<file path="src/ssp_pkg.sv">
// Shared types and constants of the servo slew tracker.
package ssp_pkg;

  // Angle limits in millidegrees
  localparam logic [17:0] ANGLE_MAX_MDEG = 18'd180000;
  localparam logic [17:0] ANGLE_MID_MDEG = 18'd90000;

  // PWM compare = base + angle/90; angle/90 is floor(angle * RECIP >> SHIFT),
  // exact for all 18-bit angles (2^24 / 44 > 2^18)
  localparam logic [11:0] PWM_BASE  = 12'd500;
  localparam logic [17:0] PWM_RECIP = 18'd186414;
  localparam int          PWM_SHIFT = 24;

  // Stepped mode: fine zone thresholds and steps
  localparam logic signed [19:0] FINE_POS_BIG  = 20'sd20000;
  localparam logic signed [19:0] FINE_POS_MID  = 20'sd2000;
  localparam logic signed [19:0] FINE_POS_SML  = 20'sd400;
  localparam logic signed [19:0] FINE_NEG_BIG  = -20'sd20000;
  localparam logic signed [19:0] FINE_NEG_MID  = -20'sd2000;
  localparam logic signed [19:0] FINE_NEG_SML  = -20'sd400;
  localparam logic signed [19:0] STEP_UP_BIG   = 20'sd200;
  localparam logic signed [19:0] STEP_UP_MID   = 20'sd150;
  localparam logic signed [19:0] STEP_UP_SML   = 20'sd40;
  localparam logic signed [19:0] STEP_DN_BIG   = -20'sd250;
  localparam logic signed [19:0] STEP_DN_MID   = -20'sd150;
  localparam logic signed [19:0] STEP_DN_SML   = -20'sd40;

  // Configuration port
  localparam int CFG_AW = 5;

  typedef enum logic [2:0] {
    REG_MODE         = 3'd0,
    REG_DEADBAND     = 3'd1,
    REG_MAX_RATE     = 3'd2,
    REG_GAIN         = 3'd3,
    REG_COARSE_ZONE  = 3'd4,
    REG_COARSE_STEP  = 3'd5
  } reg_idx_e;

  typedef enum logic {
    MODE_PROP    = 1'b0,
    MODE_STEPPED = 1'b1
  } track_mode_e;

  typedef struct packed {
    track_mode_e mode;
    logic [17:0] deadband_mdeg;
    logic [17:0] max_rate_mdeg;
    logic [15:0] gain_q16;
    logic [17:0] coarse_zone_mdeg;
    logic [17:0] coarse_step_mdeg;
  } cfg_t;

  // Reset values of the configuration registers
  localparam logic [17:0] DEADBAND_RST    = 18'd400;
  localparam logic [17:0] MAX_RATE_RST    = 18'd360;
  localparam logic [15:0] GAIN_RST        = 16'd655;
  localparam logic [17:0] COARSE_ZONE_RST = 18'd30000;
  localparam logic [17:0] COARSE_STEP_RST = 18'd300;

endpackage

</file>
<file path="src/ssp_if.sv">


interface ssp_out_if;
  logic        valid;
  logic        ready;
  logic [17:0] angle_mdeg;
  logic [11:0] pwm_compare;

  modport source (output valid, output angle_mdeg, output pwm_compare, input ready);
  modport sink   (input valid, input angle_mdeg, input pwm_compare, output ready);
endinterface

</file>
<file path="src/ssp_pwm_out.sv">
// PWM compare computation and result register.
module ssp_pwm_out (
  input  logic        clk_i,
  input  logic        rst_ni,
  input  logic        valid_i,
  input  logic [17:0] angle_i,
  output logic        ready_o,
  ssp_out_if.source   out_o
);

  logic        out_valid_q;
  logic [17:0] angle_q;
  logic [11:0] pwm_q;
  logic [11:0] pwm_d;
  logic [35:0] prod;

  assign ready_o = !out_valid_q || out_o.ready;

  // angle/90 through a reciprocal multiply
  assign prod  = {18'd0, angle_i} * {18'd0, ssp_pkg::PWM_RECIP};
  assign pwm_d = ssp_pkg::PWM_BASE + prod[ssp_pkg::PWM_SHIFT+11:ssp_pkg::PWM_SHIFT];

  always_ff @(posedge clk_i or negedge rst_ni) begin
    if (!rst_ni) begin
      out_valid_q <= 1'b0;
    end else if (ready_o) begin
      out_valid_q <= valid_i;
    end
  end

  always_ff @(posedge clk_i) begin
    if (ready_o && valid_i) begin
      angle_q <= angle_i;
      pwm_q   <= pwm_d;
    end
  end

  assign out_o.valid       = out_valid_q;
  assign out_o.angle_mdeg  = angle_q;
  assign out_o.pwm_compare = pwm_q;

  // Compare value stays inside the servo pulse range
  a_pwm_range: assert property (@(posedge clk_i) disable iff (!rst_ni)
    out_valid_q |-> (pwm_q >= 12'd500) && (pwm_q <= 12'd2500))
    else $error("pwm compare out of range");

  // Compare value matches the angle it was computed from
  a_pwm_match: assert property (@(posedge clk_i) disable iff (!rst_ni)
    out_valid_q |-> ((32'(pwm_q) - 32'd500) * 32'd90 <= 32'(angle_q)) &&
                    (32'(angle_q) < (32'(pwm_q) - 32'd500) * 32'd90 + 32'd90))
    else $error("pwm compare does not match angle");

endmodule

</file>
<file path="src/flat_wrapper.sv">
// flat-port wrapper written by rule: the top's interface ports become plain ports
module ssp_pwm_out_flat 
  (clk_i, rst_ni, valid_i, angle_i, ready_o, out_o_valid, out_o_angle_mdeg, out_o_pwm_compare, out_o_ready);
  ssp_out_if out_o_i ();
  input  logic clk_i;
  input  logic rst_ni;
  input  logic valid_i;
  input  logic [17:0] angle_i;
  output logic ready_o;
  output wire logic [$bits(out_o_i.valid)-1:0] out_o_valid;
  output wire logic [$bits(out_o_i.angle_mdeg)-1:0] out_o_angle_mdeg;
  output wire logic [$bits(out_o_i.pwm_compare)-1:0] out_o_pwm_compare;
  input wire logic [$bits(out_o_i.ready)-1:0] out_o_ready;
  assign out_o_valid = out_o_i.valid;
  assign out_o_angle_mdeg = out_o_i.angle_mdeg;
  assign out_o_pwm_compare = out_o_i.pwm_compare;
  assign out_o_i.ready = out_o_ready;
  ssp_pwm_out u_core (.clk_i(clk_i), .rst_ni(rst_ni), .valid_i(valid_i), .angle_i(angle_i), .ready_o(ready_o), .out_o(out_o_i));
endmodule
</file>
<file path="config.mk">
export PLATFORM = sky130hd
export DESIGN_NAME = ssp_pwm_out_flat
export DESIGN_NICKNAME = d
export VERILOG_FILES = /design/src/ssp_pkg.sv /design/src/ssp_if.sv /design/src/ssp_pwm_out.sv /design/src/flat_wrapper.sv
export SDC_FILE = /design/constraint.sdc
export NUM_CORES = 1
export LEC_CHECK = 0
export BUFFER_PORTS_ARGS = -buffer_cell sky130_fd_sc_hd__buf_2
export CORE_AREA = 2 2 117 119
export CTS_CLUSTER_DIAMETER = 120
export DETAILED_ROUTE_END_ITERATION = 8
export DIE_AREA = 0 0 119 121
export PLACE_DENSITY = 0.72
export SETUP_SLACK_MARGIN = 0.4
export SLEW_MARGIN = 20
export SYNTH_ARGS = -nofsm -noshare
export SYNTH_HDL_FRONTEND = slang
export SYNTH_SLANG_ARGS = --single-unit
</file>
<file path="constraint.sdc">
create_clock -name clk_i -period 2.1 [get_ports clk_i]
set_clock_uncertainty 0.05 [all_clocks]
set_input_delay 0.42 -clock clk_i [delete_from_list [all_inputs] [get_ports clk_i]]
set_output_delay 0.42 -clock clk_i [all_outputs]
set_load 0.02 [all_outputs]
</file>
[After elaboration in Yosys (flattened, before gate mapping)]
Cells that the tools add are included.
W data, S select, Z words.
Word-level totals
  flip-flop bits (word level): 31
  output and inout bits: 32
  logic and storage cells: 8
Cells by class
  $add $sub $neg: 1
  $mul: 1
  reductions and logical operators: 3
Operators with widths (number)
  $mul A18 B17 Y35 const B: 1
  $add A9 B12 Y12 const A: 1
  $logic_and A1 B1 Y1: 1
  $logic_not A1 Y1: 1
  $logic_or A1 B1 Y1: 1

[Depth between registers and ports, before layout]
Gate-level depths: netlist (run 1).
  depth in word-level cells: 3
  gate-level depth with buffers: 22
  gate-level depth less buffers: 22

[Worst setup path before layout (run 1)]
No wires, ideal clock.
  path kind: input port to flip-flop
  start point: input port angle_i[5]
  end point: register u_core.pwm_q[11], in the netlist u_core.out_o.pwm_compare[11], data pin
  setup time: 0.270 ns
  arrival: 5.923 ns
  required time: 1.780 ns
  path slack: -4.143 ns
  stages: 21
  cells stage by stage: ha_1 inv_1 fa_1 fa_1 fa_1 inv_1 fa_1 inv_1 fa_1 inv_1 ha_1 nand4_2 or4_1 o211a_2 o2111a_2 nor2_4 mux2i_1 nor2_2 or4_1 nand4_1 nor4b_2
Between the ends
  cells in the longest elaborated chain, start to end: 2
Ends and longest elaborated chain
  start: declaration: RTL line flat_wrapper.sv:8  | input logic [17:0] angle_i;
  $mul A18 B17 Y35: RTL line ssp_pwm_out.sv:20  | assign prod = {18'd0, angle_i} * {18'd0, ssp_pkg::PWM_RECIP};
  $add A9 B12 Y12: RTL line ssp_pwm_out.sv:21  | assign pwm_d = ssp_pkg::PWM_BASE + prod[ssp_pkg::PWM_SHIFT+11:ssp_pkg::PWM_SHIFT];
  net u_core.pwm_d[11]: RTL line ssp_pwm_out.sv:14  | logic [11:0] pwm_d;
  end signal: assignment: RTL line ssp_pwm_out.sv:34  | pwm_q <= pwm_d;
  end: declaration: RTL line ssp_pwm_out.sv:13  | logic [11:0] pwm_q;
The timed path passes the listed nets, and every way through them passes these cells.
A chain may end at the register's enable or synchronous reset.

[Final worst setup path (run 1)]
  start point: input port angle_i[7]
  end point: register u_core.pwm_q[11], in the netlist u_core.out_o.pwm_compare[11], data pin
The elaborated chain is that of the path after synthesis.

==> flow_summary.ini, run 1 <==
[synth]
synth_area_leader_cell = fa_1
synth_top_area_share_pct = 29.3
syn_area_um2 = 6350
postSynthAreaPerCell_um2 = 10.2
yosysSeqAreaShare_pct = 14.6
post-synth-top-count-cell = inv_1
syn_nets = 870
ys_types = 56
synth_seq_cells = 31
ys.flop_type = edfxtp_1
yosys-top-cells-area = fa_1, ha_1, edfxtp_1
yosys-top-cells-count = inv_1, ha_1, fa_1
synth_cells = 620
yosys_warnings = 0
synthArstFlopShare_pct = 3.23
synth_edf_count = 30

[clock_tree]
clkTransAtPathRegs_ps = 60
clock_latency_ps = 280
cts_root_buffer = clkbuf_16
cts_tree = done
numCtsBuffers = 5
htreeDepth = 2
clock_path_buffers = 2
clock_sinks = 31

[outcome]
violations = negative setup slack
outcome = complete, but fails checks

[setup_path]
worst-setup-path-type = in -> reg
end_kind = flip-flop
cp_max_fo = 4
cp.arrival_ps = 5890
cp-start-kind = input pin
critPathRequiredTime_ps = 2080
rrSetupSlack_ps = 700

[finish]
nNetsFinal = 1074
final_area_um2 = 8740
antenna_cells = 0
area_growth_pct = 37.6
drive_gt1_share_pct = 35.8
final_util_pct = 66.8

[drt]
first_pass_iters = 5
postRouteAntennaNets = 0
vias = 5235
drt-wirelength-per-cell_um = 17.0
via_per_inst = 5.23
drc = 0
wl_mm = 17.0
first_iter_violations = 243

[timing]
worst_pin_slew_ps = 478
final.setup.tns_ps = -39670
setup_violations = 12
fmax_mhz = 169
maxSlewViolCount = 0
relSlewSlack_pct = 67.9
fin_ws_ps = -3810
fin_crit_ps = 5910
period_share_pct = 281
finalHoldViolations = 0
rsz0062_at_grt = true

[flow_run]
drv_cap = 0

[floorplan]
die_w_um = 119
dieHeight_um = 121
die-area_um2 = 14400
io_pins = 54
start_util_pct = 48.6
design.core.area_um2 = 13100
row_count = 42

[grt]
gr-usage-all-layers_pct = 24.0
grt_pass1_vias = 5666
grt_first_pass_wirelength_mm = 27.2
antenna_found_initial = 0
grt.overflow.total = 0
grt_max_degree = 31

[min_path]
hold_path.class = in -> reg

[placed_design]
numPortBuffers = 53
dp_worst_setup_slack_ps = -4190
place_area_um2 = 8020
gp_congestion = 1.03
place_hpwl_mm = 14.0
[registers in the layout, summed over array words and instances, names as in the netlist]
register                  flops
u_core.out_o.angle_mdeg      18
u_core.out_o.pwm_compare     12
u_core.out_o.valid            1
[stage by stage]
step                      hold WS [ps]  cells
after floorplan                   74.4    620
after global placement             145    977
after detailed placement           150    977
after CTS                          282    996
after global routing               278   1001
final                              284   1001
[metal layers]
layer | GRT usage, % | vias up | share of wire (%)
met4 | 6.47 | 0 | 1.8
met1 | 29.4 | 2626 | 41
met3 | 6.25 | 26 | 6.9
met2 | 42.1 | 143 | 51
li1 | - | 2440 | -
met5 | 0 | - | 0
[kinds of logic after synthesis]
logic type / synth area share (%)
muxes: 0.630
xor gates and xnor gates: 2.76
DFF: 14.6
buffers and inverters: 10.1
AOI/OAI and AO/OA: 8.02
adders and majority gates: 55.9
and+or+nand+nor: 8.03
[worst max-delay path: stages]
cell and delay (ps):
buf_4 140, ha_4 270, inv_2 50, fa_1 480, fa_2 520, fa_2 590, fa_2 450, fa_1 510
inv_2 50, ha_4 280, nand4_4 100, or4_4 530, o211a_4 160, o2111a_2 180, o31ai_4 340, mux2i_1 160
nor4b_1 350, o31ai_1 150, nand4_1 110, nor4b_2 50
[what timing repair did]
action / in CTS / in global routing
pin swaps: 32 / 17
buffers inserted: 10 / 4
hold buffers: 1 / 0
endpoints found under the setup margin: 12 / 12
hold endpoints to repair: 1 / 0
gates resized for setup: 61 / 32
cloned: 0 / 1
[area by class of cell]
| cell class | instances | area [um2] |
|---|---|---|
| multi-input combinational | 418 | 5340 |
| inverter | 167 | 627 |
| fill | 906 | 4340 |
| sequential | 31 | 926 |
| tap | 176 | 220 |
| clock buffer | 7 | 143 |
| clock inverter | 1 | 5.00 |
| timing repair buffer | 201 | 1480 |
[final timing paths]
path / start / end / depth (start not counted)
setup / recovery: angle_i[7] / u_core.out_o.pwm_compare[11] / 20
hold / removal: angle_i[5] / u_core.out_o.angle_mdeg[5] / 1
setup reg to reg: u_core.out_o.valid / u_core.out_o.pwm_compare[2] / 3
hold reg to reg: u_core.out_o.valid / u_core.out_o.valid / 2
max in group asynchronous: rst_ni / u_core.out_o.valid / 2
min in group asynchronous: rst_ni / u_core.out_o.valid / 2
[cell usage in the layout, fill, tap and decap left out, types with 4 or more instances in the layout]
master	count
nand3_1	8
nand2b_1	4
xnor2_1	10
inv_2	9
nand4_1	4
buf_4	137
a211oi_1	4
nor2_1	11
xor2_1	5
a21o_1	4
nor3_2	4
a21oi_2	5
buf_6	15
a21oi_1	21
nand2_1	20
fa_1	88
ha_4	21
o21ai_1	4
fa_2	5
buf_2	45
o21ai_0	7
and2_1	4
clkbuf_16	5
ha_1	113
nor2_2	5
edfxtp_1	30
inv_1	158
Power of run 1 is left out: the tool's default activity adds up to more than one toggle a clock period on the data nets, which glitch-free logic cannot reach.
==> run 2, diff against run 1 <==
Settings changed: ABC_AREA from default to 1, CORE_AREA 2 2 117 119 to 2 2 123 125, DIE_AREA 0 0 119 121 to 0 0 125 127, PLACE_DENSITY 0.72 to 0.71.
==> run 2 against run 1 <==
Effect of this change:
- the flow still finishes with violations (negative setup slack)
- die area is 10% higher
- synthesized cell count grew 35%
- utilization is 2.1 points lower
- fmax is 15% higher
- sequential share of layout area decreased by 0.68 points
- clock-buffer cell count fell by 2
- non-clock buffer count fell by 19
- via count grew 14%
- area after synthesis increased by 10%
- routed wire length grew 12%
- first-iteration DRC count grew 40%
==> flow_summary.ini, run 2 <==
[outcome]
outcome = complete, but fails checks
violations = negative setup slack

[finish]
final_cell_mix = inv_1, nand2_1, buf_4
nNetsFinal = 1278
drive_gt1_share_pct = 33.0
mostFrequentLayoutCell = inv_1
final_area_um2 = 9340
instances_no_fill = 1213
area_growth_pct = 33.6
antenna_cells = 0
largest_reg_flops = 18

[min_path]
hold_path.class = in -> reg
hold_path_end = u_core.out_o.angle_mdeg[7]
worstHoldStart = angle_i[7]
hold_path_depth = 1

[floorplan]
dieHeight_um = 127
design.core.area_um2 = 14400
io_pins = 54
row_count = 44
die_w_um = 125
start_util_pct = 48.5
die-area_um2 = 15900

[grt]
grt_first_pass_wirelength_mm = 31.3
antenna_found_initial = 0
grt.overflow.total = 0
gr-usage-all-layers_pct = 25.1
grt_max_degree = 19
grt_pass1_vias = 6282

[setup_path]
cp-start-kind = input pin
rrSetupSlack_ps = 860
end_kind = flip-flop
r2r-end = u_core.out_o.angle_mdeg[1]
critPathRequiredTime_ps = 2090
cp_max_fo = 3
worst-setup-path-type = in -> reg
cp.arrival_ps = 5130
worstReg2RegStart = u_core.out_o.valid
rr_worst_depth = 2

[clock_tree]
htreeDepth = 2
clkTransAtPathRegs_ps = 50
cts_root_buffer = clkbuf_16
clock_path_buffers = 2
numCtsBuffers = 5
clock_latency_ps = 300
clock_sinks = 31
cts_tree = done

[synth]
synth_edf_count = 30
synth_top_area_share_pct = 26.6
ys.flop_type = edfxtp_1
synth_seq_cells = 31
synthArstFlopShare_pct = 3.23
postSynthAreaPerCell_um2 = 8.33
yosys_warnings = 0
synth_area_leader_cell = fa_1
yosysSeqAreaShare_pct = 13.2
post-synth-top-count-cell = inv_1
ys_types = 33
yosys-top-cells-count = inv_1, nand2_1, ha_1
syn_area_um2 = 6990
yosys-top-cells-area = fa_1, ha_1, edfxtp_1
syn_nets = 1089
synth_cells = 839

[flow_run]
drv_cap = 0

[placed_design]
gp_congestion = 0.935
place_area_um2 = 8620
dp_worst_setup_slack_ps = -3390
place_hpwl_mm = 15.2
numPortBuffers = 53
numPlacedInstances = 1188

[timing]
period_share_pct = 245
hold-worst-slack_ps = 281
fmax_mhz = 194
rsz0062_at_grt = true
fin_ws_ps = -3040
worst_pin_slew_ps = 345
finalHoldViolations = 0
maxSlewViolCount = 0
fin_crit_ps = 5140
setup_violations = 12
relSlewSlack_pct = 76.7

[drt]
first_pass_iters = 5
drt-wirelength-per-cell_um = 15.7
first_iter_violations = 339
drc = 0
via_per_inst = 4.94
postRouteAntennaNets = 0
vias = 5987
wl_mm = 19.1
==> run 2: routing by layer <==
metal	global-route usage, %	share of wire [%]
met1	32.7	42
met2	43.4	49
met3	3.60	5.4
met4	8.24	3.0
met5	0	0
==> run 2: stage by stage <==
stage / setup TNS [ps] / utilization, %
after global placement: -37880 / 59.8
final: -34520 / 64.8
after floorplan: -31050 / -
after detailed placement: -38000 / 59.8
after CTS: -33940 / 63.2
after global routing: -36280 / 64.8
==> run 2: cells by family (layout without fill, tap and decap cells) <==
logic type	count (synthesis)	count (layout)	synth area share [%]
simple gates	290	290	18.5
flops	31	31	13.2
fa+ha+maj	228	228	50.8
xor+xnor	11	11	1.38
compound gates	36	36	3.02
buf+inv	243	433	13.0
==> run 2: critical path, stage by stage <==
cell and delay (ps):
buf_4 140, ha_4 260, inv_1 60, fa_2 570
fa_1 450, fa_1 570, fa_1 450, fa_1 490
inv_1 70, ha_4 250, nand2_1 100, nand2_1 70
nand2_1 80, nand2_2 80, a21oi_4 170, nand3_2 130
nand2_2 110, nand2_4 80, ha_4 180, buf_4 140
nor3_2 140, xor2_1 90
==> run 2: worst max path at each step <==
stage | to | cells after the start | from | slack [ps]
CTS | u_core.out_o.pwm_compare[10] | 24 | angle_i[5] | -3000
global placement | u_core.out_o.pwm_compare[10] | 26 | angle_i[3] | -3340
detailed placement | u_core.out_o.pwm_compare[10] | 26 | angle_i[3] | -3390
floorplan | u_core.out_o.pwm_compare[10] | 24 | angle_i[8] | -2760
global route | u_core.out_o.pwm_compare[8] | 26 | angle_i[3] | -3190
finish | u_core.out_o.pwm_compare[6] | 22 | angle_i[3] | -3040
==> run 2: repair_timing <==
action	CTS	global route
pin swaps	48	51
hold endpoints to repair	1	0
hold buffers	1	0
setup buffers	12	4
gates resized for setup	63	52
setup endpoints to repair	12	12
==> run 2: area by class of cell <==
type	count	area (um2)
fillers	1159	5080
multi-input cells	565	5770
well taps	184	230
clock inverters	3	38.8
clock buffers	5	125
repair buffers	182	1330
flip-flops and latches	31	926
inverters	243	920
Power of run 2 is left out for the same reason.
