### config.mk
export PLATFORM = sky130hd
export DESIGN_NAME = ssp_cfg_regs
export DESIGN_NICKNAME = d
export VERILOG_FILES = /design/src/ssp_pkg.sv /design/src/ssp_cfg_regs.sv
export SDC_FILE = /design/constraint.sdc
export NUM_CORES = 1
export LEC_CHECK = 0
export ABC_AREA = 1
export BUFFER_PORTS_ARGS = -buffer_cell sky130_fd_sc_hd__buf_2
export CORE_MARGIN = 4
export CORE_UTILIZATION = 54
export DETAILED_ROUTE_END_ITERATION = 16
export HOLD_SLACK_MARGIN = 0.03
export PLACE_DENSITY = 0.88
export REMOVE_ABC_BUFFERS = 1
export SLEW_MARGIN = 20
export SYNTH_ARGS = -nofsm -noshare
export SYNTH_HDL_FRONTEND = slang
export SYNTH_SLANG_ARGS = --single-unit
export TNS_END_PERCENT = 100
### constraint.sdc
create_clock -name clk_i -period 2.28 [get_ports clk_i]
set_input_delay 0.342 -clock clk_i [delete_from_list [all_inputs] [get_ports clk_i]]
set_output_delay 0.342 -clock clk_i [all_outputs]
set_load 0.02 [all_outputs]
### src/ssp_pkg.sv
// Shared types and constants of the servo slew tracker.
package ssp_pkg;

  // Angle limits in millidegrees
  localparam logic [17:0] ANGLE_MAX_MDEG = 18'd180000;
  localparam logic [17:0] ANGLE_MID_MDEG = 18'd90000;

  // PWM compare = base + angle/90; angle/90 is floor(angle * RECIP >> SHIFT),
  // exact for all 18-bit angles (2^24 / 44 > 2^18)
  localparam logic [11:0] PWM_BASE  = 12'd500;
  localparam logic [17:0] PWM_RECIP = 18'd186414;
  localparam int          PWM_SHIFT = 24;

  // Stepped mode: fine zone thresholds and steps
  localparam logic signed [19:0] FINE_POS_BIG  = 20'sd20000;
  localparam logic signed [19:0] FINE_POS_MID  = 20'sd2000;
  localparam logic signed [19:0] FINE_POS_SML  = 20'sd400;
  localparam logic signed [19:0] FINE_NEG_BIG  = -20'sd20000;
  localparam logic signed [19:0] FINE_NEG_MID  = -20'sd2000;
  localparam logic signed [19:0] FINE_NEG_SML  = -20'sd400;
  localparam logic signed [19:0] STEP_UP_BIG   = 20'sd200;
  localparam logic signed [19:0] STEP_UP_MID   = 20'sd150;
  localparam logic signed [19:0] STEP_UP_SML   = 20'sd40;
  localparam logic signed [19:0] STEP_DN_BIG   = -20'sd250;
  localparam logic signed [19:0] STEP_DN_MID   = -20'sd150;
  localparam logic signed [19:0] STEP_DN_SML   = -20'sd40;

  // Configuration port
  localparam int CFG_AW = 5;

  typedef enum logic [2:0] {
    REG_MODE         = 3'd0,
    REG_DEADBAND     = 3'd1,
    REG_MAX_RATE     = 3'd2,
    REG_GAIN         = 3'd3,
    REG_COARSE_ZONE  = 3'd4,
    REG_COARSE_STEP  = 3'd5
  } reg_idx_e;

  typedef enum logic {
    MODE_PROP    = 1'b0,
    MODE_STEPPED = 1'b1
  } track_mode_e;

  typedef struct packed {
    track_mode_e mode;
    logic [17:0] deadband_mdeg;
    logic [17:0] max_rate_mdeg;
    logic [15:0] gain_q16;
    logic [17:0] coarse_zone_mdeg;
    logic [17:0] coarse_step_mdeg;
  } cfg_t;

  // Reset values of the configuration registers
  localparam logic [17:0] DEADBAND_RST    = 18'd400;
  localparam logic [17:0] MAX_RATE_RST    = 18'd360;
  localparam logic [15:0] GAIN_RST        = 16'd655;
  localparam logic [17:0] COARSE_ZONE_RST = 18'd30000;
  localparam logic [17:0] COARSE_STEP_RST = 18'd300;

endpackage

### src/ssp_cfg_regs.sv
// APB-style configuration register bank.
module ssp_cfg_regs (
  input  logic                       clk_i,
  input  logic                       rst_ni,
  input  logic                       psel,
  input  logic                       penable,
  input  logic                       pwrite,
  input  logic [ssp_pkg::CFG_AW-1:0] paddr,
  input  logic [31:0]                pwdata,
  output logic [31:0]                prdata,
  output logic                       pready,
  output ssp_pkg::cfg_t              cfg_o
);

  ssp_pkg::cfg_t     cfg_q;
  ssp_pkg::reg_idx_e idx;
  logic              wr_en;

  assign pready = 1'b1;
  assign wr_en  = psel && penable && pwrite;
  assign idx    = ssp_pkg::reg_idx_e'(paddr[ssp_pkg::CFG_AW-1:2]);
  assign cfg_o  = cfg_q;

  // Register writes; unmapped indexes are dropped
  always_ff @(posedge clk_i or negedge rst_ni) begin
    if (!rst_ni) begin
      cfg_q.mode             <= ssp_pkg::MODE_PROP;
      cfg_q.deadband_mdeg    <= ssp_pkg::DEADBAND_RST;
      cfg_q.max_rate_mdeg    <= ssp_pkg::MAX_RATE_RST;
      cfg_q.gain_q16         <= ssp_pkg::GAIN_RST;
      cfg_q.coarse_zone_mdeg <= ssp_pkg::COARSE_ZONE_RST;
      cfg_q.coarse_step_mdeg <= ssp_pkg::COARSE_STEP_RST;
    end else if (wr_en) begin
      case (idx)
        ssp_pkg::REG_MODE:        cfg_q.mode <= ssp_pkg::track_mode_e'(pwdata[0]);
        ssp_pkg::REG_DEADBAND:    cfg_q.deadband_mdeg    <= pwdata[17:0];
        ssp_pkg::REG_MAX_RATE:    cfg_q.max_rate_mdeg    <= pwdata[17:0];
        ssp_pkg::REG_GAIN:        cfg_q.gain_q16         <= pwdata[15:0];
        ssp_pkg::REG_COARSE_ZONE: cfg_q.coarse_zone_mdeg <= pwdata[17:0];
        ssp_pkg::REG_COARSE_STEP: cfg_q.coarse_step_mdeg <= pwdata[17:0];
        default: ;
      endcase
    end
  end

  // Read mux
  always_comb begin
    prdata = 32'd0;
    case (idx)
      ssp_pkg::REG_MODE:        prdata = {31'd0, cfg_q.mode};
      ssp_pkg::REG_DEADBAND:    prdata = {14'd0, cfg_q.deadband_mdeg};
      ssp_pkg::REG_MAX_RATE:    prdata = {14'd0, cfg_q.max_rate_mdeg};
      ssp_pkg::REG_GAIN:        prdata = {16'd0, cfg_q.gain_q16};
      ssp_pkg::REG_COARSE_ZONE: prdata = {14'd0, cfg_q.coarse_zone_mdeg};
      ssp_pkg::REG_COARSE_STEP: prdata = {14'd0, cfg_q.coarse_step_mdeg};
      default:                  prdata = 32'd0;
    endcase
  end

endmodule

# Word level (Yosys, flattened, before mapping)
# Cells that the tools add are included.
[totals]
register_bits = 89
output_inout_bits = 122
word_cells = 21
[classes]
n_eq_ne = 5
muxes = 1
n_reduce_logical = 9
[op_table]
columns = ["op", "n"]
rows = [
  ["case mux 18 bit (6 select lines)", 1],
  ["AND reduction 2 bit", 6],
  ["== test 3 x 2 -> 1 bit, second input constant", 2],
  ["== test 3 bit, second input constant", 2],
  ["== test 3 x 1 -> 1 bit, second input constant", 1],
  ["logical NOT 3 bit", 1],
  ["logical AND 1 bit", 2],
]

# Depth between registers and ports, before layout
# Gate-level depths: netlist of run 1.
[logic_depth]
ltp_word = 3
ltp_mapped = 8
ltp_nobuf = 6

# Least setup slack after synthesis of run 1
# Ideal clock, no wire load.
[synth_timing]
path_type = "input to output"
start = "input paddr[3] in the netlist's numbering"
end = "output prdata[11]"
arrival_ps = 1191
required_time_ps = 1938
setup_slack_ps = 747
path_stages = 7
cell_sequence = "buf_6 nor2_2 buf_2 nand3_1 nand2_1 inv_1 nand3_1"
[synth_between]
elab_chain_len = 2
elab_cells_between_ends = 7
cone_classes = "eq/ne (5); mux (1); reduce/logical (1)"
[synth_lines]
columns = ["element", "line_no", "source"]
rows = [
  ["start, declared", "ssp_cfg_regs.sv:8", "input logic [ssp_pkg::CFG_AW-1:0] paddr,"],
  ["== test 3 bit, or another cell as far along", "ssp_cfg_regs.sv:49", "case (idx)"],
  ["case mux 18 bit (6 select lines) *", "ssp_cfg_regs.sv:49", ""],
  ["end, declared", "ssp_cfg_regs.sv:10", "output logic [31:0] prdata,"],
]
# Every way passes the cells marked *; elsewhere a longest branch is shown, timed or not.

# Worst setup path after layout of run 1
[layout_timing]
start = "input paddr[3] in the netlist's numbering"
end = "output prdata[13]"
# Same word-level chain as after synthesis.

==> flow_summary_export.csv, run 1 <==
group,metric,value,unit
floorplan,fp.coreArea,8340,µm²
cts,post-cts-setup-buffers,0,
power_and_ir_drop,ir_drop,554,µV
cts,clockBufferDepth,2,
final_layout,multi_input_area,1860,µm²
cts,numCtsBuffers,9,
global_routing,grt_pass1_vias,4162,
timing,slew_headroom,0.648,
outcome,status,"finished clean",
timing,fin_crit,1960,ps
yosys,syn_area_per_cell,8.14,µm²
critical_path,reg2reg_to,"cfg_o[45]$_DFFE_PN1P_",
critical_path,crit_family,"buffers and inverters",
critical_path,r2r-start,"cfg_o[45]$_DFFE_PN1P_",
final_layout,fill_cells,706,
yosys,synth_cell_types,29,
route,wl_per_cell,15.8,µm
floorplan,initial_core_util,0.563,
yosys,ys_ff_latch,89,
yosys,synthFlopType,"dfrtp_1",
cts,tritoncts,"built",
route,num_vias,4292,
route,antenna_left,0,
placed_design,place_ws,335,ps
yosys,yosysTopAreaCellShare,0.346,
route,drcViolationCount,0,
critical_path,crit_start,"paddr[3]",
yosys,syn_inst,577,
power_and_ir_drop,leakage,3.01,nW
yosys,async_flop_share,1.00,
final_layout,drive_gt1_frac,0.306,
cts,root_buffer,"clkbuf_8",
global_routing,overflow,0,
timing,rsz0062_at_grt,"no",
critical_path,cp_max_fo,20,
critical_path,end_kind,"output port",
route,finalWirelength,12800,µm
route,drt-initial-drc-count,219,
yosys,synthTopCellsByArea,"dfrtp_1 35%, dfstp_2 13%, nand2_1 13%",
critical_path,worstRegToRegCells,2,
final_layout,antennaDiodeCount,0,
timing,finalCritPeriodShare,0.861,
timing,tightest_slew,527,ps
floorplan,fp.dieH,101,µm
yosys,synth_edf_count,0,
job,cap_violations,0,
critical_path,slowest_delay,240,ps
timing,hold_viol_final,0,
global_routing,grt_max_degree,40,
global_routing,track_usage,0.252,
final_layout,nets,740,
placed_design,dp_hpwl,8890,µm
critical_path,r2r_slack,1440,ps
yosys,yosysTopAreaCell,"dfrtp_1",
power_and_ir_drop,power-per-cell-area,870,nW/µm²
critical_path,cp_slowest_cell,"buf_2",
cts,clk_pin_slew,80,ps
critical_path,arrival,1620,ps
critical_path,worst_path_most_repeated_cell,"buf_2",
worst_hold_path,hold_path.class,"in2reg",
global_routing,grt_pass1_wl,20200,µm
floorplan,row_count,33,
placed_design,port_buffers,132,
critical_path,crit_path_start_kind,"input pin",
timing,fin_hold_ws,222,ps
global_routing,antenna_found_initial,0,
route,first_pass_iters,5,
critical_path,path_buf_inv,4,
critical_path,crit_cells,7,
timing,skew,0,ps
cts,clock_latency,340,ps
critical_path,endpoint,"prdata[13]",
timing,setup_violations,0,
critical_path,crit_chain,"buf_2 > clkinv_4 > nand3_4 > inv_2 > nand2_1 > nand3_1 > buf_2",
timing,tns,0,ps
critical_path,worstSetupPathType,"in2out",
critical_path,required,1940,ps
final_layout,final-seq-area,2260,µm²
cts,cts.sinks,89,
cts,ctsResizeCount,0,
timing,finalMaxSlewViolations,0,
yosys,yosysWarnings,0,
yosys,ys_seq_area_frac,0.480,
timing,fmax,509,MHz
floorplan,die_w,101,µm
timing,fin_ws,316,ps
floorplan,pin_count,164,
yosys,synth_area,4700,µm²
floorplan,dieArea,10300,µm²
final_layout,largest_reg_flops,89,
route,vias_per_cell,5.31,
final_layout,syn_to_final_growth,16.7,%
placed_design,gp_routability_congestion,0.856,
cts,cts_max_level,3,
## logic make-up after synthesis
group | after synthesis | share of synthesized area
and+or+nand+nor | 279 | 0.274
DFF | 89 | 0.480
AOI/OAI and AO/OA | 91 | 0.109
buffers and inverters | 116 | 0.135
other | 2 | 0.00160
## how the worst min path moves through the flow
stage	endpoint	start	slack (ps)	cells after the start
after floorplan	cfg_o[0]$_DFFE_PN0P_	rst_ni	50	0
after global placement	cfg_o[24]$_DFFE_PN0P_	rst_ni	340	1
after detailed placement	cfg_o[21]$_DFFE_PN0P_	rst_ni	350	1
after CTS	cfg_o[26]$_DFFE_PN1P_	pwdata[8]	210	3
after global routing	cfg_o[28]$_DFFE_PN1P_	pwdata[10]	210	3
final	cfg_o[32]$_DFFE_PN1P_	pwdata[14]	220	3
## final cells by class
class / instances / area share
timing repair buffer: 143 / 0.136
clock inverter: 5 / 0.0146
tap: 105 / 0.0240
sequential: 89 / 0.412
inverter: 70 / 0.0502
multi-input combinational: 385 / 0.339
clock buffer: 11 / 0.0240
## tightest hold or removal path, cell delays in order
cell and delay, ps:
buf_2 120, nand2_1 60, nand2_1 50
## timing repair
action	4_1_cts	5_1_grt
hold buffers	1	0
hold endpoints to repair	25	0
endpoints found under the setup margin	0	0
## cell usage after synthesis (2+ instances only)
cell type / number
nand2_1: 160
dfrtp_1: 65
inv_1: 65
o21ai_0: 54
nor2_1: 46
nand3_1: 35
dfstp_2: 24
nand4_1: 24
o21ai_1: 21
buf_4: 20
o21ai_2: 15
buf_2: 10
buf_6: 10
nand3_4: 4
clkbuf_1: 3
buf_8: 2
conb_1: 2
inv_2: 2
nand2_2: 2
nand2_4: 2
nor2_2: 2
nor2_8: 2
## through the flow
stage | area, µm² | std cells | util | total power [mW]
5_1_grt | 5480 | 808 | 0.658 | 5.04
3_5_place_dp | 5260 | 791 | 0.631 | 3.65
3_3_place_gp | 5260 | 791 | 0.631 | 3.59
2_1_floorplan | 4390 | 544 | - | 3.05
6_report | 5480 | 808 | 0.658 | 4.77
4_1_cts | 5480 | 808 | 0.658 | 4.81
## per-layer routing
metal,up-vias,global-route usage,wire length (µm)
li1,2048,-,-
met1,2028,0.303,5040
met2,183,0.431,6220
met3,33,0.0661,1170
met4,0,0.101,334
met5,-,0,0
## where the power goes
group          total, mW  internal, mW  switching, mW
combinational       1.45         0.449          0.998
clock               1.16         0.617          0.540
sequential          2.17          1.95          0.223
total               4.77          3.01           1.76
## cells in the final DEF, fill, tap and decap left out, drive strengths merged
| cell | Yosys | routed |
|---|---|---|
| dfrtp | 65 | 65 |
| clkinvlp | 0 | 2 |
| dlygate4sd3 | 0 | 1 |
| nand4 | 24 | 24 |
| a21oi | 1 | 1 |
| inv | 69 | 69 |
| o21ai | 90 | 90 |
| nand3 | 39 | 39 |
| nand2 | 165 | 165 |
| dfstp | 24 | 24 |
| buf | 42 | 142 |
| nor2 | 51 | 51 |
| clkinv | 1 | 2 |
| bufinv | 0 | 2 |
| conb | 2 | 15 |
| clkbuf | 4 | 11 |
(Power assumes the default switching activity.)
==> inputs of run 2 (changes only) <==
clock period = 2.5 ns   (was 2.28 ns; I/O delays follow)
==> run 2 against run 1 <==
- count of clock-buffer cells in the layout shrank 2
- sequential power shrank 9%
- global-route usage grew 0.32 points
- cell count shrank 0.12%
- via count grew 0.16%
- sequential cell count is the same
- clock skew is the same
- clock power shrank 24%
- largest power group unchanged
==> flow_summary_export.csv, run 2 (synthesis gave the netlist of run 1 again) <==
group,metric,value,unit
floorplan,die_w,101,µm
timing,fin_ws,511,ps
cts,cts_max_level,3,
critical_path,cp_max_fo,20,
cts,clock_latency,350,ps
final_layout,final_common_cell,"nand2_1",
job,cap_violations,0,
route,vias_per_cell,5.33,
route,drcViolationCount,0,
floorplan,fp.dieH,101,µm
power_and_ir_drop,combPwrFrac,0.316,
global_routing,grt_pass1_vias,4285,
power_and_ir_drop,p_int,2.54,mW
critical_path,worstSetupPathType,"in2out",
critical_path,path_buf_inv,4,
final_layout,multi_input_area,1860,µm²
cts,post-cts-setup-buffers,0,
final_layout,final_util,0.653,
final_layout,drive_gt1_frac,0.308,
critical_path,crit_start,"paddr[3]",
timing,rsz0062_at_grt,"no",
timing,setup_violations,0,
timing,fmax,503,MHz
worst_hold_path,min_from,"pwdata[8]",
final_layout,nets,739,
placed_design,port_buffers,132,
placed_design,dp_hpwl,8780,µm
timing,slew_headroom,0.607,
cts,root_buffer,"clkbuf_8",
floorplan,fp.coreArea,8340,µm²
timing,finalMaxSlewViolations,0,
floorplan,pin_count,164,
cts,tritoncts,"built",
route,num_vias,4299,
final_layout,final_cell_mix,"160 x nand2_1, 131 x buf_2, 65 x inv_1, 65 x dfrtp_1, 54 x o21ai_0",
cts,numCtsBuffers,9,
power_and_ir_drop,total_power,4.19,mW
route,drt-initial-drc-count,294,
power_and_ir_drop,p_switching,1.64,mW
final_layout,design_area,5450,µm²
global_routing,track_usage,0.255,
global_routing,antenna_found_initial,0,
timing,finalCritPeriodShare,0.796,
route,finalWirelength,13000,µm
final_layout,final_cells,807,
placed_design,placed_area,5270,µm²
cts,clockBufferDepth,2,
placed_design,numPlacedInstances,790,
power_and_ir_drop,pwr-share-clk,0.212,
final_layout,antennaDiodeCount,0,
floorplan,dieArea,10300,µm²
floorplan,initial_core_util,0.563,
placed_design,gp_routability_congestion,0.823,
worst_hold_path,hold_path.class,"in2reg",
power_and_ir_drop,seqPwrFrac,0.472,
critical_path,r2r-start,"cfg_o[45]$_DFFE_PN1P_",
global_routing,overflow,0,
final_layout,syn_to_final_growth,16.0,%
global_routing,grt_max_degree,48,
power_and_ir_drop,netSwitchingFraction,0.392,
final_layout,largest_reg_flops,89,
power_and_ir_drop,leakage,2.99,nW
route,antenna_left,0,
floorplan,row_count,33,
final_layout,final-seq-area,2260,µm²
timing,skew,0,ps
route,first_pass_iters,5,
critical_path,end_kind,"output port",
timing,tns,0,ps
critical_path,worst_path_most_repeated_cell,"buf_2",
timing,tightest_slew,590,ps
power_and_ir_drop,ir_drop,453,µV
placed_design,place_ws,515,ps
critical_path,crit_path_start_kind,"input pin",
final_layout,fill_cells,700,
timing,fin_crit,1990,ps
critical_path,crit_family,"buffers and inverters",
timing,fin_hold_ws,248,ps
cts,clk_pin_slew,90,ps
critical_path,crit_chain,"buf_2 > clkinv_4 > nand3_4 > inv_2 > nand2_1 > nand3_1 > buf_2",
critical_path,slowest_delay,240,ps
critical_path,required,2120,ps
cts,cts.sinks,89,
power_and_ir_drop,power-per-cell-area,769,nW/µm²
critical_path,cp_slowest_cell,"clkinv_4",
global_routing,grt_pass1_wl,20600,µm
route,wl_per_cell,16.1,µm
timing,hold_viol_final,0,
critical_path,arrival,1610,ps
outcome,status,"finished clean",
-- run 2: cell types whose count changed in the layout (fill, tap and decap cells not counted) --
cell,delta
bufinv_16,-2
buf_4,-2
clkbuf_1,-2
buf_12,+1
clkinvlp_4,+1
inv_6,+1
clkinv_2,+2
-- run 2: power groups by stage --
stage	Combinational, mW	Sequential (mW)	Clock, mW
2_1_floorplan	0.445	2.33	0
3_3_place_gp	1.29	1.98	0
3_5_place_dp	1.33	2.00	0
4_1_cts	1.33	1.97	0.901
5_1_grt	1.44	2.01	0.969
6_report	1.32	1.98	0.886
-- run 2: final cells by class --
| class | instances | share of cell area |
|---|---|---|
| Timing Repair Buffer | 142 | 0.138 |
| Clock inverter | 7 | 0.00850 |
| Tap cell | 105 | 0.0241 |
| Clock buffer | 9 | 0.0227 |
| Multi-Input combinational cell | 385 | 0.342 |
| Inverter | 70 | 0.0505 |
| Sequential cell | 89 | 0.414 |
-- run 2: repair_timing --
action                    4_1_cts  5_1_grt
hold endpoints to repair       21        0
hold buffers                    1        0
resized for setup               0        0
-- run 2: final timing paths --
kind	end	slack, ps	depth (start not counted)
max reg2reg	cfg_o[45]$_DFFE_PN1P_	1680	2
min reg2reg	cfg_o[26]$_DFFE_PN1P_	490	2
min	cfg_o[26]$_DFFE_PN1P_	250	3
min in group asynchronous	cfg_o[76]$_DFFE_PN0P_	550	2
max	prdata[10]	510	7
max in group asynchronous	cfg_o[31]$_DFFE_PN1P_	1200	3
-- run 2: tightest hold or removal path, cell delays in order --
cell and delay, ps:
buf_2 120, nand2_1 60, nand2_1 50
-- run 2: metal layers --
| layer | global-route usage | vias up | part of all wire |
|---|---|---|---|
| met3 | 0.0875 | 16 | 0.11 |
| met5 | 0 | - | 0 |
| li1 | - | 2043 | - |
| met4 | 0.0951 | 0 | 0.013 |
| met1 | 0.311 | 2030 | 0.40 |
| met2 | 0.420 | 210 | 0.48 |
==> inputs of run 3 (changes only) <==
CORE_UTILIZATION = 50   (was 54)
PLACE_DENSITY = 0.83   (was 0.88)
clock period = 2.1 ns   (was 2.5 ns; I/O delays follow)
==> run 3 against run 2 <==
- first-iteration DRC count shrank 6.1%
- critical path depth fell by 1
- cell count is 0.87% higher
- clock skew unchanged
- core utilization down 5.5 points
- sequential cell count did not move
==> flow_summary_export.csv, run 3 (synthesis gave the netlist of run 1 again) <==
group,metric,value,unit
floorplan,pin_count,164,
critical_path,worst_path_most_repeated_cell,"buf_2",
global_routing,grt_pass1_wl,21000,µm
final_layout,final_util,0.598,
timing,hold_viol_final,0,
job,cap_violations,0,
power_and_ir_drop,ir_drop,530,µV
critical_path,end_kind,"output port",
route,wl_per_cell,16.2,µm
floorplan,die_w,105,µm
floorplan,row_count,35,
cts,clock_latency,340,ps
floorplan,dieArea,11000,µm²
timing,fmax,557,MHz
critical_path,worstSetupPathType,"in2out",
critical_path,arrival,1480,ps
power_and_ir_drop,power-per-cell-area,943,nW/µm²
global_routing,overflow,0,
timing,tightest_slew,619,ps
floorplan,initial_core_util,0.511,
critical_path,path_buf_inv,3,
route,drt-initial-drc-count,276,
critical_path,crit_path_start_kind,"input pin",
cts,cts.sinks,89,
final_layout,syn_to_final_growth,17.0,%
placed_design,dp_hpwl,8970,µm
route,finalWirelength,13200,µm
critical_path,slowest_delay,300,ps
cts,cts_max_level,3,
timing,skew,0,ps
critical_path,required,1780,ps
cts,tritoncts,"built",
cts,root_buffer,"clkbuf_8",
timing,fin_hold_ws,193,ps
critical_path,crit_family,"buffers and inverters",
cts,clk_pin_slew,90,ps
route,first_pass_iters,6,
global_routing,antenna_found_initial,0,
global_routing,track_usage,0.240,
critical_path,crit_chain,"buf_2 > nand3_4 > inv_2 > nand2_1 > nand4_1 > buf_2",
global_routing,grt_pass1_vias,4212,
final_layout,largest_reg_flops,89,
timing,setup_violations,0,
cts,post-cts-setup-buffers,0,
timing,finalCritPeriodShare,0.855,
cts,ctsResizeCount,0,
cts,postCtsHoldBufs,1,
power_and_ir_drop,leakage,3.02,nW
placed_design,gp_routability_congestion,0.803,
final_layout,final_common_cell,"nand2_1",
route,vias_per_cell,5.27,
route,antenna_left,0,
timing,fin_crit,1790,ps
placed_design,port_buffers,132,
final_layout,drive_gt1_frac,0.304,
floorplan,fp.coreArea,9200,µm²
power_and_ir_drop,total_power,5.18,mW
route,num_vias,4287,
critical_path,cp_max_fo,11,
cts,clockBufferDepth,2,
cts,numCtsBuffers,9,
floorplan,fp.dieH,105,µm
critical_path,cp_slowest_cell,"inv_2",
final_layout,antennaDiodeCount,0,
outcome,status,"finished clean",
timing,slew_headroom,0.588,
global_routing,grt_max_degree,47,
final_layout,final_cell_mix,"160 x nand2_1, 131 x buf_2, 65 x inv_1, 65 x dfrtp_1, 54 x o21ai_0",
worst_hold_path,hold_path.class,"in2reg",
final_layout,nets,740,
timing,finalMaxSlewViolations,0,
route,drcViolationCount,0,
timing,rsz0062_at_grt,"no",
==> run 3: changes by cell type in the layout (fill, tap and decap cells not counted) <==
cell,delta
clkbuf_1,+3
clkinvlp_4,-3
bufinv_16,+2
buf_4,+1
clkinv_2,-1
inv_6,-1
==> run 3: cell type report <==
| cell class | count | area, µm² |
|---|---|---|
| multi-input cells | 385 | 1860 |
| well taps | 111 | 139 |
| inverters | 70 | 275 |
| fillers | 802 | 3700 |
| clock inverters | 4 | 70.1 |
| repair buffers | 143 | 761 |
| flip-flops and latches | 89 | 2260 |
| clock buffers | 12 | 135 |
==> run 3: worst paths after layout <==
kind	startpoint	to	depth (start not counted)	slack, ps
min in group asynchronous	rst_ni	cfg_o[29]$_DFFE_PN0P_	2	520
worst max-delay path	paddr[2]	prdata[17]	6	310
worst max register to register	cfg_o[39]$_DFFE_PN1P_	cfg_o[39]$_DFFE_PN1P_	2	1270
worst min-delay path	pwdata[10]	cfg_o[28]$_DFFE_PN1P_	3	190
max in group asynchronous	rst_ni	cfg_o[22]$_DFFE_PN1P_	3	860
worst min register to register	cfg_o[78]$_DFFE_PN1P_	cfg_o[78]$_DFFE_PN1P_	2	490
==> run 3: worst min-delay path: stages <==
cell     delay (ps)
buf_2           120
nand2_1          60
nand2_1          50
==> run 3: report_power, final <==
group | total, mW | switching (mW) | internal (mW)
clock | 1.25 | 0.582 | 0.669
sequential | 2.36 | 0.243 | 2.11
combinational | 1.58 | 1.09 | 0.490
==> run 3: layer usage <==
layer	global-route usage	part of all wire
met5	0	0
met4	0.0853	0.017
met3	0.0556	0.074
met2	0.424	0.51
met1	0.284	0.40
==> run 3: stage by stage <==
step,area (µm²),setup TNS [ps],setup slack (ps),instances
final,5500,0,305,814
after global routing,5500,0,240,814
after CTS,5500,0,311,814
after detailed placement,5280,0,286,797
after global placement,5280,0,308,797
after floorplan,4390,-1820,-128,544
